===== src/hdl/sio_cfg_ram.sv =====
// Generic simple dual-port RAM with one write port and a registered read port.
module sio_cfg_ram #(
    parameter int WIDTH = 8,
    parameter int DEPTH = 256
) (
    input  logic                     clk,
    input  logic                     we,
    input  logic [$clog2(DEPTH)-1:0] waddr,
    input  logic [WIDTH-1:0]         wdata,
    input  logic [$clog2(DEPTH)-1:0] raddr,
    output logic [WIDTH-1:0]         rdata
);

    logic [WIDTH-1:0] ram_reg [DEPTH];
    logic [WIDTH-1:0] rdata_reg;

    always_ff @(posedge clk)
    begin
        if (we)
        begin
            ram_reg[waddr] <= wdata;
        end
        rdata_reg <= ram_reg[raddr];
    end

    assign rdata = rdata_reg;

endmodule


===== config.mk =====
export PLATFORM = sky130hd
export DESIGN_NAME = sio_cfg_ram
export DESIGN_NICKNAME = d
export VERILOG_FILES = /design/src/hdl/sio_cfg_ram.sv
export SDC_FILE = /design/constraint.sdc
export NUM_CORES = 2
export LEC_CHECK = 0
export BUFFER_PORTS_ARGS = -buffer_cell sky130_fd_sc_hd__buf_4
export CORE_MARGIN = 3
export CORE_UTILIZATION = 45
export DETAILED_ROUTE_END_ITERATION = 8
export HOLD_SLACK_MARGIN = 0.1
export PLACE_DENSITY = 0.56
export SETUP_SLACK_MARGIN = 0.2
export SYNTH_ARGS = -nofsm -noshare
export SYNTH_HDL_FRONTEND = slang
export SYNTH_SLANG_ARGS = --single-unit
export TNS_END_PERCENT = 30

===== constraint.sdc =====
create_clock -name clk -period 3 [get_ports clk]
set_clock_uncertainty 0.05 [all_clocks]
set_input_delay 0.6 -clock clk [delete_from_list [all_inputs] [get_ports clk]]
set_output_delay 0.6 -clock clk [all_outputs]
set_load 0.005 [all_outputs]

==> impl.org <==
** Timing
- Timing would allow up to 0.366 GHz.
- After layout, the worst path uses 91.1% of the clock period.
- After layout, the worst setup slack is 0.266 ns.
- Post-layout minimum cycle time :: 2.73 ns
- Hold Fails Final Rpt :: 0
- Setup repair after global routing left no endpoint under its margin.
- Max_slew headroom :: 42.2%
- The max-slew violation total from the final report is 0.
- Actual transition at the worst max-transition pin :: 0.846 ns
- Setup violations remaining at the end of the flow were counted as 0.

** Synth
- Each instance of the synthesized netlist takes up on average 21.3 sq um.
- Netlist area before placement :: 79,600 sq um
- After synthesis, the largest family of logic cells by area is multiplexers.
- sky130_fd_sc_hd__edfxtp_1 takes more of the synthesized area than any other cell.
- In this run the biggest area consumer among cell types represents 77.3% of the synthesized area.
- After synthesis, flip-flops and latches occupy 77.5% of the total area.
- Synthesized netlist cell count :: 3,733
- Syn_nets :: 3,759
- Number of enable flip-flop cells after synthesis :: 2,048
- By area the synthesized netlist is led by sky130_fd_sc_hd__edfxtp_1 (77%), sky130_fd_sc_hd__mux4_2 (13%), sky130_fd_sc_hd__mux2i_1 (1.7%).
- Post-synthesis compound-gate area fraction :: 3.42%
- Multiplexer fraction of the synthesized cell area :: 14.6%
- Async S/R FF share, synth :: 0%
- Of the total synthesized cell area, the portion taken by XOR and XNOR cells is 0%.
- Count of different cell masters after synthesis :: 55
- The synthesized netlist devotes 2.63% of its cell area to simple gates.
- Synth warn :: 0
- Share of synthesized cell area in full adder, half adder and majority cells :: 0%
- In the synthesized netlist the dominant register cell turns out to be sky130_fd_sc_hd__edfxtp_1.
- Synthesis inferred 2,056 register bits.

** Cells and area
- After routing the design area is 94,500 sq um.
- Layout cells sized above 1 :: 32.6%
- The library cells used most frequently in the layout, excluding fill and tap cells, are sky130_fd_sc_hd__edfxtp_1 (2,048), sky130_fd_sc_hd__buf_4 (648), sky130_fd_sc_hd__mux4_2 (454).
- Core occupancy in the finished layout :: 54.0%
- The register with the most flip-flops in the layout has 2,048 of them.
- Area growth, synth to finish :: 18.7%
- The final layout contains 4,482 nets.
- The library cell used most frequently in the layout, excluding fill and tap cells, is sky130_fd_sc_hd__edfxtp_1.

** Clock tree
- The clock drives 2,056 sinks.
- Clock transition at the register clock pins on the worst setup and hold paths after CTS :: 0.06 ns
- TritonCTS clock tree :: built
- Clk Latency, worst-skew pair :: 0.85 ns
- The root buffer cell chosen for the clock tree is sky130_fd_sc_hd__clkbuf_16.
- Once the clock tree was built, the setup fixing pass inserted 0 buffers.
- Number of clock buffers inserted by TritonCTS :: 207
- CTS H-Tree Depth :: 4
- Worst-case clock buffer depth :: 3

** Pwr
- Share of total power in sequential cells :: 52.9%
- Combinational cells account for 5.7% of the total power.
- Summed over all cells, the static leakage comes to 30.6 nW.
- Part of the total power dissipated in the clock network :: 41.5%
- NetSw :: 0.0131 W
- In this run the power density over the cells is 635 nW/um^2.
- Total power for the finished layout comes to 0.0600 W.
- VDD sags by at most 0.507 mV.
- Cell internal power was estimated by the tool at 0.0469 W.
- Of the total power, the share spent switching nets is 21.8%.

** Run status
- The flow ran to the end, and the final reports show no timing, DRC or antenna violations.

** GRT
- The total overflow left after global routing is 0.
- Global routing consumed, over all layers together, 23.2% of the routing resources.
- Antenna violations before repair :: 9
- The via count of the first global-routing pass is 41.3k.
- Global-route wire length before repair :: 302,000 um
- Entering global routing, the biggest net connects 108 pins.

** Placed design
- Placed wire-length estimate after detailed placement :: 136,000 um
- After detailed placement, the total cell area comes to 87,800 sq um.
- Count of input and output buffers :: 33
- Pre-CTS setup slack :: -0.980 ns
- Weighted congestion reported at the end of routability-driven placement :: 0.843

** Route
- Number of optimization iterations in the first detailed-route pass :: 5
- The detail route stage leaves a number of antenna-violating nets equal to 0.
- Detailed routing inserted a total of 40.7k vias.
- Final routed wirelength across all metal layers :: 209,000 um
- In the final routed layout, each cell accounts on average for 30.1 um.
- In the routed layout, each cell is associated on average with a via count of 5.85.
- The detailed router finished its first iteration with 4,677 violations.
- After detailed routing, the number of remaining DRC violations is 0.

** Critical path
- Most frequent cell on the critical path :: sky130_fd_sc_hd__buf_12
- Kind of start point of the critical path :: input pin
- The slowest stage of the critical path is the sky130_fd_sc_hd__a211oi_1 cell.
- At the worst endpoint, the arrival time is 3.38 ns.
- The worst setup path is of the input pin to flop kind.
- For this run, the slowest stage of the critical path takes 0.69 ns.
- Critical-path maximum fanout :: 22
- At the worst endpoint, the required time is 3.65 ns.
- The worst setup path is captured at a flop.
- Worst-path cell chain :: buf_8 > buf_12 > buf_12 > buf_12 > mux4_2 > a22o_1 > a221oi_1 > o221ai_1 > a211oi_1 > nor4_1

** Die
- Placeable core area :: 175,000 sq um
- DIE HEIGHT :: 426 um
- Number of placed I/O pins :: 34
- Starting Density :: 45.5%
- The die covers 182,000 sq um.
- From left edge to right edge, the die measures 426 um.
- Row generation in the floorplan step produced 153 rows.

** Flow run
- Across the run, the number of max-cap violations was 0.

** Hold path
- Tightest Hold Check Type :: input pin to flop
-- cells in the mapped netlist, types with 3 or more instances --
cell                       count
sky130_fd_sc_hd__a22oi_1     133
sky130_fd_sc_hd__buf_12        8
sky130_fd_sc_hd__o21ai_0      10
sky130_fd_sc_hd__a21oi_1      96
sky130_fd_sc_hd__nor2b_1      31
sky130_fd_sc_hd__buf_6        21
sky130_fd_sc_hd__buf_4        27
sky130_fd_sc_hd__dfxtp_1       8
sky130_fd_sc_hd__a22o_1        8
sky130_fd_sc_hd__and2_1        6
sky130_fd_sc_hd__nor2_1      282
sky130_fd_sc_hd__nand2_1      33
sky130_fd_sc_hd__buf_2        31
sky130_fd_sc_hd__nor4_2        3
sky130_fd_sc_hd__a221oi_1     13
sky130_fd_sc_hd__nand4_1      10
sky130_fd_sc_hd__buf_8        13
sky130_fd_sc_hd__o32ai_1       4
sky130_fd_sc_hd__o221ai_1     46
sky130_fd_sc_hd__edfxtp_1   2048
sky130_fd_sc_hd__nand2b_1      8
sky130_fd_sc_hd__mux4_2      454
sky130_fd_sc_hd__or2_2         4
sky130_fd_sc_hd__o22ai_1      28
sky130_fd_sc_hd__o211ai_1     10
sky130_fd_sc_hd__o22a_1        5
sky130_fd_sc_hd__nor3_1       22
sky130_fd_sc_hd__clkbuf_1    111
sky130_fd_sc_hd__buf_1        22
sky130_fd_sc_hd__mux2i_1     134
sky130_fd_sc_hd__nor4_1       24
sky130_fd_sc_hd__a211oi_1     16
sky130_fd_sc_hd__nand3_1      34
-- path summary, 6_finish.rpt --
| path | startpoint | end | slack (ns) | cells after the start |
|---|---|---|---|---|
| setup / recovery | raddr[0] | rdata[3] | 0.27 | 10 |
| hold / removal | wdata[5] | ram_reg[197][5] | 0.20 | 1 |
| setup reg to reg | ram_reg[131][0] | rdata[0] | 0.35 | 7 |
| hold reg to reg | ram_reg[41][3] | rdata[3] | 1.05 | 7 |
-- worst max-delay path: cells and delay by family --
kind            cells  cell delay, ns
compound gates      4            1.36
buf+inv             4            0.80
mux                 1            0.50
simple gates        1            0.08
-- cell families (layout without fill, tap and decap cells) --
kind of cell / Yosys count / after routing
AO/OA/AOI/OAI: 385 / 385
buffers and inverters: 235 / 1126
flip-flops: 2056 / 2056
multiplexers: 591 / 591
other: 0 / 4
AND/OR/NAND/NOR: 466 / 466
-- through the flow --
step | std cells | hold WS [ns] | TNS [ns]
2_1_floorplan | 3733 | 0.649 | 0
3_3_place_gp | 6569 | 0.911 | -5.18
3_5_place_dp | 6569 | 0.912 | -5.16
4_1_cts | 6949 | 0.143 | 0
5_1_grt | 6950 | 0.171 | 0
6_report | 6953 | 0.203 | 0
-- per-layer routing --
| layer | global-route usage [%] | part of all wire, % |
|---|---|---|
| met1 | 34.2 | 43 |
| met2 | 36.2 | 47 |
| met3 | 4.23 | 7.0 |
| met4 | 5.86 | 2.3 |
| met5 | 0 | 0.013 |
-- power by group through the flow --
| stage | Sequential [W] | Combinational, W | Clock (W) |
|---|---|---|---|
| 2_1_floorplan | 0.0323 | 0.00154 | 0 |
| 3_3_place_gp | 0.0323 | 0.00340 | 0 |
| 3_5_place_dp | 0.0323 | 0.00342 | 0 |
| 4_1_cts | 0.0317 | 0.00344 | 0.0253 |
| 5_1_grt | 0.0317 | 0.00360 | 0.0265 |
| 6_report | 0.0317 | 0.00340 | 0.0249 |
-- area by class of cell --
type	count	area, sq um
timing repair buffer	747	6770
sequential	2056	61700
multi-input combinational	1442	16600
tap	2325	2910
inverter	2	7.51
clock inverter	123	1150
antenna	4	10.0
clock buffer	254	5400
fill	13444	80300
-- what timing repair did --
item / in CTS / in global routing
setup endpoints to repair: 4 / 1
hold endpoints to repair: 28 / 0
gates resized for setup: 6 / 1
cloned: 0 / 0
hold buffers: 3 / 0
Power figures use the tool's default switching activity.
